===== config.mk =====
export PLATFORM = sky130hd
export DESIGN_NAME = unsigned_divide_64_flat
export DESIGN_NICKNAME = d
export VERILOG_FILES = /design/src/sv/udiv64_pkg.sv /design/src/sv/udiv64_if.sv /design/src/sv/udiv64_cell.sv /design/src/sv/udiv64_row.sv /design/src/sv/unsigned_divide_64.sv /design/src/flat_wrapper.sv
export SDC_FILE = /design/constraint.sdc
export NUM_CORES = 1
export LEC_CHECK = 0
export ABC_AREA = 0
export BUFFER_PORTS_ARGS = -buffer_cell sky130_fd_sc_hd__buf_2
export CELL_PAD_IN_SITES_DETAIL_PLACEMENT = 1
export CELL_PAD_IN_SITES_GLOBAL_PLACEMENT = 1
export CORE_UTILIZATION = 46
export CTS_CLUSTER_DIAMETER = 120
export DETAILED_ROUTE_END_ITERATION = 7
export HOLD_SLACK_MARGIN = 0.12
export PLACE_DENSITY = 0.76
export RECOVER_POWER = 100
export SYNTH_ARGS = -nofsm -noshare
export SYNTH_HDL_FRONTEND = slang
export SYNTH_SLANG_ARGS = --single-unit
export TNS_END_PERCENT = 10

===== constraint.sdc =====
create_clock -name clock -period 29.3 [get_ports clock]
set_clock_uncertainty 0.15 [all_clocks]
set_input_delay 5.86 -clock clock [delete_from_list [all_inputs] [get_ports clock]]
set_output_delay 5.86 -clock clock [all_outputs]
set_load 0.05 [all_outputs]

===== src/sv/udiv64_pkg.sv =====
package udiv64_pkg;

   typedef enum logic [1:0] {
      ST_IDLE,
      ST_BUSY,
      ST_DONE
   } state_type;

   typedef struct packed {
      logic load;
      logic step;
   } cell_ctrl_type;

endpackage


===== src/sv/udiv64_if.sv =====
interface udiv64_req_if #(
   parameter int DATA_WIDTH = 64
);
   logic                  valid;
   logic                  ready;
   logic [DATA_WIDTH-1:0] dividend;
   logic [DATA_WIDTH-1:0] divisor;

   modport source (output valid, output dividend, output divisor, input ready);
   modport sink (input valid, input dividend, input divisor, output ready);
endinterface

interface udiv64_rsp_if #(
   parameter int DATA_WIDTH = 64
);
   logic                  valid;
   logic                  ready;
   logic [DATA_WIDTH-1:0] quotient;
   logic [DATA_WIDTH-1:0] remainder;
   logic                  divide_by_zero;

   modport source (output valid, output quotient, output remainder,
                   output divide_by_zero, input ready);
   modport sink (input valid, input quotient, input remainder,
                 input divide_by_zero, output ready);
endinterface


===== src/sv/udiv64_cell.sv =====
module udiv64_cell (
   input  logic                      clock,
   input  udiv64_pkg::cell_ctrl_type ctrl,
   input  logic                      load_dividend,
   input  logic                      load_divisor,
   input  logic                      part_lo,
   input  logic                      nq_lo,
   input  logic                      borrow_lo,
   input  logic                      take,
   output logic                      part_bit,
   output logic                      nq_bit,
   output logic                      borrow_hi
);

   logic part_ff;
   logic part_in;
   logic nq_ff;
   logic nq_in;
   logic dvs_ff;
   logic dvs_in;
   logic diff;

   // One bit of the shifted partial remainder minus the divisor.
   assign diff      = part_lo ^ dvs_ff ^ borrow_lo;
   assign borrow_hi = (~part_lo & dvs_ff) | (~(part_lo ^ dvs_ff) & borrow_lo);

   always_comb begin
      priority if (ctrl.load) begin
         part_in = 1'b0;
         nq_in   = load_dividend;
         dvs_in  = load_divisor;
      end else if (ctrl.step) begin
         part_in = take ? diff : part_lo;
         nq_in   = nq_lo;
         dvs_in  = dvs_ff;
      end else begin
         part_in = part_ff;
         nq_in   = nq_ff;
         dvs_in  = dvs_ff;
      end
   end

   always_ff @(posedge clock) begin
      part_ff <= part_in;
      nq_ff   <= nq_in;
      dvs_ff  <= dvs_in;
   end

   assign part_bit = part_ff;
   assign nq_bit   = nq_ff;

endmodule


===== src/sv/udiv64_row.sv =====
module udiv64_row #(
   parameter int DATA_WIDTH = 64
) (
   input  logic                      clock,
   input  udiv64_pkg::cell_ctrl_type ctrl,
   input  logic [DATA_WIDTH-1:0]     dividend,
   input  logic [DATA_WIDTH-1:0]     divisor,
   output logic [DATA_WIDTH-1:0]     part,
   output logic [DATA_WIDTH-1:0]     nq
);

   logic [DATA_WIDTH:0] borrow;
   logic                take;

   assign borrow[0] = 1'b0;

   // Subtract when the bit shifted out was set or no borrow leaves the top.
   assign take = part[DATA_WIDTH-1] | ~borrow[DATA_WIDTH];

   for (genvar i = 0; i < DATA_WIDTH; i++) begin : g_cell
      logic part_lo;
      logic nq_lo;

      if (i == 0) begin : g_low
         assign part_lo = nq[DATA_WIDTH-1];
         assign nq_lo   = take;
      end else begin : g_mid
         assign part_lo = part[i-1];
         assign nq_lo   = nq[i-1];
      end

      udiv64_cell u_cell (
         .clock         (clock),
         .ctrl          (ctrl),
         .load_dividend (dividend[i]),
         .load_divisor  (divisor[i]),
         .part_lo       (part_lo),
         .nq_lo         (nq_lo),
         .borrow_lo     (borrow[i]),
         .take          (take),
         .part_bit      (part[i]),
         .nq_bit        (nq[i]),
         .borrow_hi     (borrow[i+1])
      );
   end

endmodule


===== src/sv/unsigned_divide_64.sv =====
// Unsigned restoring divider built as a row of one-bit cells.
// A request on req_chan carries dividend and divisor; it is accepted when
// valid and ready are both high. The response on rsp_chan carries quotient,
// remainder and divide_by_zero, and is taken when valid and ready are high.
// Each cell holds one bit of the partial remainder, the divisor and the
// dividend/quotient shift register, and the borrow ripples through the row.
// One quotient bit is decided per cycle: a request is loaded into the row,
// steps once per quotient bit, and then moves its result to the output
// register. One request is in the row at a time; a new request is accepted
// in the cycle the finished result moves out. A zero divisor gives zero
// quotient and remainder with divide_by_zero set. When the receiver stalls,
// the output register holds its response, the next result waits in the row,
// and req_chan.ready stays low until the output register frees up.
// Synchronous reset empties the output register and returns the block to
// idle with ready high.
module unsigned_divide_64 #(
   parameter int DATA_WIDTH = 64
) (
   input logic         clock,
   input logic         reset,
   udiv64_req_if.sink  req_chan,
   udiv64_rsp_if.source rsp_chan
);

   localparam int CNT_W = $clog2(DATA_WIDTH);
   localparam logic [CNT_W-1:0] LAST_STEP = CNT_W'(DATA_WIDTH - 1);

   udiv64_pkg::state_type     state_ff;
   udiv64_pkg::state_type     state_in;
   udiv64_pkg::cell_ctrl_type ctrl;

   logic [CNT_W-1:0]      cnt_ff;
   logic [CNT_W-1:0]      cnt_in;
   logic                  dz_ff;
   logic                  dz_in;
   logic                  rsp_valid_ff;
   logic                  rsp_valid_in;
   logic [DATA_WIDTH-1:0] quotient_ff;
   logic [DATA_WIDTH-1:0] quotient_in;
   logic [DATA_WIDTH-1:0] remainder_ff;
   logic [DATA_WIDTH-1:0] remainder_in;
   logic                  rsp_dz_ff;
   logic                  rsp_dz_in;
   logic [DATA_WIDTH-1:0] part;
   logic [DATA_WIDTH-1:0] nq;
   logic                  out_free;
   logic                  out_load;
   logic                  req_ready;

   udiv64_row #(
      .DATA_WIDTH (DATA_WIDTH)
   ) u_row (
      .clock    (clock),
      .ctrl     (ctrl),
      .dividend (req_chan.dividend),
      .divisor  (req_chan.divisor),
      .part     (part),
      .nq       (nq)
   );

   assign out_free = ~rsp_valid_ff | rsp_chan.ready;

   always_comb begin
      state_in = state_ff;
      unique case (state_ff)
         udiv64_pkg::ST_IDLE: begin
            if (req_chan.valid) begin
               state_in = udiv64_pkg::ST_BUSY;
            end
         end
         udiv64_pkg::ST_BUSY: begin
            if (cnt_ff == LAST_STEP) begin
               state_in = udiv64_pkg::ST_DONE;
            end
         end
         udiv64_pkg::ST_DONE: begin
            if (out_free) begin
               state_in = req_chan.valid ? udiv64_pkg::ST_BUSY : udiv64_pkg::ST_IDLE;
            end
         end
         default: begin
            state_in = udiv64_pkg::ST_IDLE;
         end
      endcase
   end

   always_comb begin
      req_ready = 1'b0;
      out_load  = 1'b0;
      ctrl.step = 1'b0;
      unique case (state_ff)
         udiv64_pkg::ST_IDLE: begin
            req_ready = 1'b1;
         end
         udiv64_pkg::ST_BUSY: begin
            ctrl.step = 1'b1;
         end
         udiv64_pkg::ST_DONE: begin
            req_ready = out_free;
            out_load  = out_free;
         end
         default: begin
            req_ready = 1'b0;
         end
      endcase
      ctrl.load = req_ready & req_chan.valid;
   end

   always_comb begin
      cnt_in = cnt_ff;
      if (ctrl.load) begin
         cnt_in = '0;
      end else if (ctrl.step) begin
         cnt_in = cnt_ff + CNT_W'(1);
      end
   end

   assign dz_in        = ctrl.load ? ~(|req_chan.divisor) : dz_ff;
   assign rsp_valid_in = out_load | (rsp_valid_ff & ~rsp_chan.ready);
   assign quotient_in  = out_load ? (dz_ff ? '0 : nq) : quotient_ff;
   assign remainder_in = out_load ? (dz_ff ? '0 : part) : remainder_ff;
   assign rsp_dz_in    = out_load ? dz_ff : rsp_dz_ff;

   always_ff @(posedge clock) begin
      if (reset) begin
         state_ff     <= udiv64_pkg::ST_IDLE;
         cnt_ff       <= '0;
         rsp_valid_ff <= 1'b0;
      end else begin
         state_ff     <= state_in;
         cnt_ff       <= cnt_in;
         rsp_valid_ff <= rsp_valid_in;
      end
   end

   always_ff @(posedge clock) begin
      dz_ff        <= dz_in;
      quotient_ff  <= quotient_in;
      remainder_ff <= remainder_in;
      rsp_dz_ff    <= rsp_dz_in;
   end

   assign req_chan.ready          = req_ready;
   assign rsp_chan.valid          = rsp_valid_ff;
   assign rsp_chan.quotient       = quotient_ff;
   assign rsp_chan.remainder      = remainder_ff;
   assign rsp_chan.divide_by_zero = rsp_dz_ff;

endmodule


===== src/flat_wrapper.sv =====
// flat-port wrapper written by rule: the top's interface ports become plain ports
module unsigned_divide_64_flat 
#(
   parameter int DATA_WIDTH = 64
)
  (clock, reset, req_chan_valid, req_chan_dividend, req_chan_divisor, req_chan_ready, rsp_chan_valid, rsp_chan_quotient, rsp_chan_remainder, rsp_chan_divide_by_zero, rsp_chan_ready);
  udiv64_req_if #(.DATA_WIDTH(DATA_WIDTH)) req_chan_i ();
  udiv64_rsp_if #(.DATA_WIDTH(DATA_WIDTH)) rsp_chan_i ();
  input logic clock;
  input logic reset;
  input wire logic [$bits(req_chan_i.valid)-1:0] req_chan_valid;
  input wire logic [$bits(req_chan_i.dividend)-1:0] req_chan_dividend;
  input wire logic [$bits(req_chan_i.divisor)-1:0] req_chan_divisor;
  output wire logic [$bits(req_chan_i.ready)-1:0] req_chan_ready;
  output wire logic [$bits(rsp_chan_i.valid)-1:0] rsp_chan_valid;
  output wire logic [$bits(rsp_chan_i.quotient)-1:0] rsp_chan_quotient;
  output wire logic [$bits(rsp_chan_i.remainder)-1:0] rsp_chan_remainder;
  output wire logic [$bits(rsp_chan_i.divide_by_zero)-1:0] rsp_chan_divide_by_zero;
  input wire logic [$bits(rsp_chan_i.ready)-1:0] rsp_chan_ready;
  assign req_chan_i.valid = req_chan_valid;
  assign req_chan_i.dividend = req_chan_dividend;
  assign req_chan_i.divisor = req_chan_divisor;
  assign req_chan_ready = req_chan_i.ready;
  assign rsp_chan_valid = rsp_chan_i.valid;
  assign rsp_chan_quotient = rsp_chan_i.quotient;
  assign rsp_chan_remainder = rsp_chan_i.remainder;
  assign rsp_chan_divide_by_zero = rsp_chan_i.divide_by_zero;
  assign rsp_chan_i.ready = rsp_chan_ready;
  unsigned_divide_64 #(.DATA_WIDTH(DATA_WIDTH)) u_core (.clock(clock), .reset(reset), .req_chan(req_chan_i), .rsp_chan(rsp_chan_i));
endmodule

==> out/results.ini <==
[clock_tree]
cts_inserted_buffers = 37
path_clk_slew_ps = 60
cts-htree-levels = 2
cts_tree = yes
postCtsHoldBufs = 0
clk_latency_ps = 520
postCtsSetupRepairBufs = 0
postCtsResizedCells = 0
clockRootBuffer = clkbuf_16
cts_max_path_buffers = 3
clock_sinks = 331

[synthesis]
syn_avg_cell_area_sq_um = 14.9
yosys.area.top_type = edfxtp_1
synth_ff_type = edfxtp_1
synth_cell_types = 35
synthesis.area_sq_mm = 0.0143
synth-simple-area-share_pct = 8.16
synth_top_family_by_area = multiplexers
synthMuxAreaShare_pct = 10.1
ys_top_cells_by_count = 258 x edfxtp_1, 129 x nor2_1, 73 x dfxtp_1
yosys.area_share.xor_xnor_pct = 0.122
synth.most_common_cell = edfxtp_1
ys_warn_count = 0
ys_seq_elements = 331
async_flop_share_pct = 0
synth_edf_count = 258
synthTopCellsByArea = edfxtp_1 54%, dfxtp_1 10%, fa_1 8.8%, mux2i_1 4.4%, a22o_1 3.7%
syn_nets = 1158
synthAdderAreaFrac_pct = 8.99
yosysSeqAreaShare_pct = 64.4
yosysTopAreaCellShare_pct = 54.1
synth_compound_area_share_pct = 4.38
syn_inst = 961

[global_route]
grt-ovfl-total = 0
grt_antenna_before_repair = 8
grt_use_total_pct = 21.6
grt_pass1_wl_microns = 51900
grt_max_degree = 87
grt_pass1_vias = 9188

[timing]
fmax_mhz = 36.3
report.final.slew_viol_count = 521
slew_headroom_pct = -176
setup_ws_ps = 1760
final-setup-viol-count = 0
final.min_clock_period_ps = 27540
fin_setup_tns_ps = 0
min_period_over_period_pct = 94.0
worst_pin_slew_ps = 4150
rsz0062_at_grt = false
hold_viol_final = 0

[power]
cellPowerDensity_mw_per_mm2 = 74.6
p_leak_nw = 5.65
total_power_mw = 1.26
vdd_drop_max_mv = 0.0544

[floorplan]
fp.dieH_microns = 178
fp-row-count = 64
initial_core_util_pct = 46.8
core_area_sq_mm = 0.0306
ios = 263
fp.dieW_microns = 178
die_area_sq_mm = 0.0318

[worst_setup_path]
slowest_delay_ps = 910
endpoint_kind = flip-flop
cp_slowest_cell = nand2b_4
rr_startpoint = u_core.u_row.g_cell[63].u_cell.nq_bit$_DFFE_PP_
start_kind = flip-flop
r2r_end = u_core.u_row.g_cell[38].u_cell.part_bit$_SDFFE_PP0P_
reg2reg_depth = 70
setup.worst_path.class = reg2reg
cp.arrival_ps = 27780
required_ps = 29540
r2r_slack_ps = 1760
cpMostUsedCell = fa_1
path_max_fanout = 64

[hold_path]
hold_end = u_core.u_row.g_cell[1].u_cell.part_bit$_SDFFE_PP0P_
hold_start = u_core.u_row.g_cell[1].u_cell.part_bit$_SDFFE_PP0P_
hold_depth = 2
hold_path.class = reg2reg

[route]
post_drt_wl_per_cell_microns = 20.5
remaining_drc_errors = 0
drt-pass1-iter-count = 4
totalWireLength_microns = 33700
ant_nets = 0
viasPerCell = 5.16
first_iter_violations = 463
vias = 8499

[cells_and_area]
final_area_sq_mm = 0.0168
area_growth_syn_to_layout_pct = 17.6
nets = 1417
drive_gt1_share_pct = 13.9
final_cells = 1647

[placed_design]
place_ws_ps = 1980
dpl.hpwl_microns = 22500
dp_cells = 1577
port-buffer-count = 262
placed_cell_area_sq_mm = 0.0159
gp_congestion = 0.786

[run]
cap_violations = 8

[status]
status = finished with violations
violations = capacitance limit, slew limit

[per-stage QoR]
stage	hold WS, ps	utilization [%]
6_report	329	55.0
5_1_grt	349	55.0
4_1_cts	331	56.2
3_5_place_dp	324	52.0
3_3_place_gp	307	52.0
2_1_floorplan	292	-
[critical path, delay by kind of cell (launching register included)]
family,cells,cell delay (ps)
AO/OA/AOI/OAI,1,290
AND/OR/NAND/NOR,1,910
buffers and inverters,3,170
multiplexers,1,230
flip-flops,1,320
adder cells (fa/ha/maj),64,25330
[kinds of logic after synthesis]
logic type | count (synthesis)
adders and majority gates | 65
muxes | 127
DFF | 331
xor gates and xnor gates | 2
AOI/OAI and AO/OA | 78
buffers and inverters | 119
and+or+nand+nor | 239
[layer usage]
metal,track usage [%],wire (microns),up-vias
li1,-,-,3915
met1,26.3,13600,4265
met2,36.3,16500,247
met3,7.52,2920,60
met4,6.07,725,12
met5,0,73,-
[sequential cells by signal (all words and copies together), names as in the netlist]
name,count
u_core.rsp_chan.valid,1
u_core.rsp_chan.remainder,64
u_core.rsp_chan.divide_by_zero,1
u_core.cnt_ff,6
u_core.u_row.g_cell.u_cell.nq_bit,64
u_core.state_ff,2
u_core.u_row.g_cell.u_cell.dvs_ff,64
u_core.rsp_chan.quotient,64
u_core.dz_ff,1
u_core.u_row.g_cell.u_cell.part_bit,64
[power by group]
part / internal, mW / leakage (nW) / switching, mW
registers: 0.552 / 2.99 / 0.0144
clock network: 0.298 / 0.630 / 0.190
logic: 0.0887 / 2.03 / 0.112
total: 0.939 / 5.65 / 0.316
[cell usage in the layout, fill, tap and decap left out, types with 4 or more instances in the layout]
cell / Yosys / layout
inv_1: 69 / 69
fa_1: 63 / 63
clkinv_1: 0 / 7
nand4_1: 4 / 4
buf_2: 18 / 72
o21ai_0: 6 / 6
nor2_1: 129 / 129
dfxtp_1: 73 / 73
mux2_2: 38 / 37
a21oi_1: 8 / 8
nor2b_1: 67 / 66
or3_1: 4 / 4
bufinv_16: 0 / 6
clkbuf_1: 16 / 197
edfxtp_1: 258 / 258
clkinv_2: 0 / 9
nand2_1: 7 / 6
a22o_1: 61 / 61
mux2i_1: 63 / 63
clkbuf_16: 0 / 39
mux2_1: 0 / 27
nor4_1: 17 / 17
[cell type report]
cell class | instances | area, sq um
fillers | 3111 | 13800
flip-flops and latches | 331 | 9210
multi-input cells | 511 | 4460
repair buffers | 269 | 1100
clock buffers | 42 | 997
well taps | 396 | 495
clock inverters | 26 | 284
inverters | 70 | 264
diodes | 2 | 5.00
[how the worst max path moves through the flow]
stage / to / slack (ps) / depth (start not counted) / startpoint
after global routing: u_core.u_row.g_cell[44].u_cell.part_bit$_SDFFE_PP0P_ / 910 / 70 / u_core.u_row.g_cell[63].u_cell.nq_bit$_DFFE_PP_
after global placement: u_core.u_row.g_cell[2].u_cell.part_bit$_SDFFE_PP0P_ / 2520 / 70 / u_core.u_row.g_cell[63].u_cell.nq_bit$_DFFE_PP_
after floorplan: u_core.u_row.g_cell[10].u_cell.part_bit$_SDFFE_PP0P_ / 3900 / 72 / u_core.u_row.g_cell[63].u_cell.nq_bit$_DFFE_PP_
final: u_core.u_row.g_cell[38].u_cell.part_bit$_SDFFE_PP0P_ / 1760 / 70 / u_core.u_row.g_cell[63].u_cell.nq_bit$_DFFE_PP_
after CTS: u_core.u_row.g_cell[52].u_cell.part_bit$_SDFFE_PP0P_ / 1790 / 70 / u_core.u_row.g_cell[63].u_cell.nq_bit$_DFFE_PP_
after detailed placement: u_core.u_row.g_cell[38].u_cell.part_bit$_SDFFE_PP0P_ / 1980 / 70 / u_core.u_row.g_cell[63].u_cell.nq_bit$_DFFE_PP_
(Power assumes the default switching activity.)
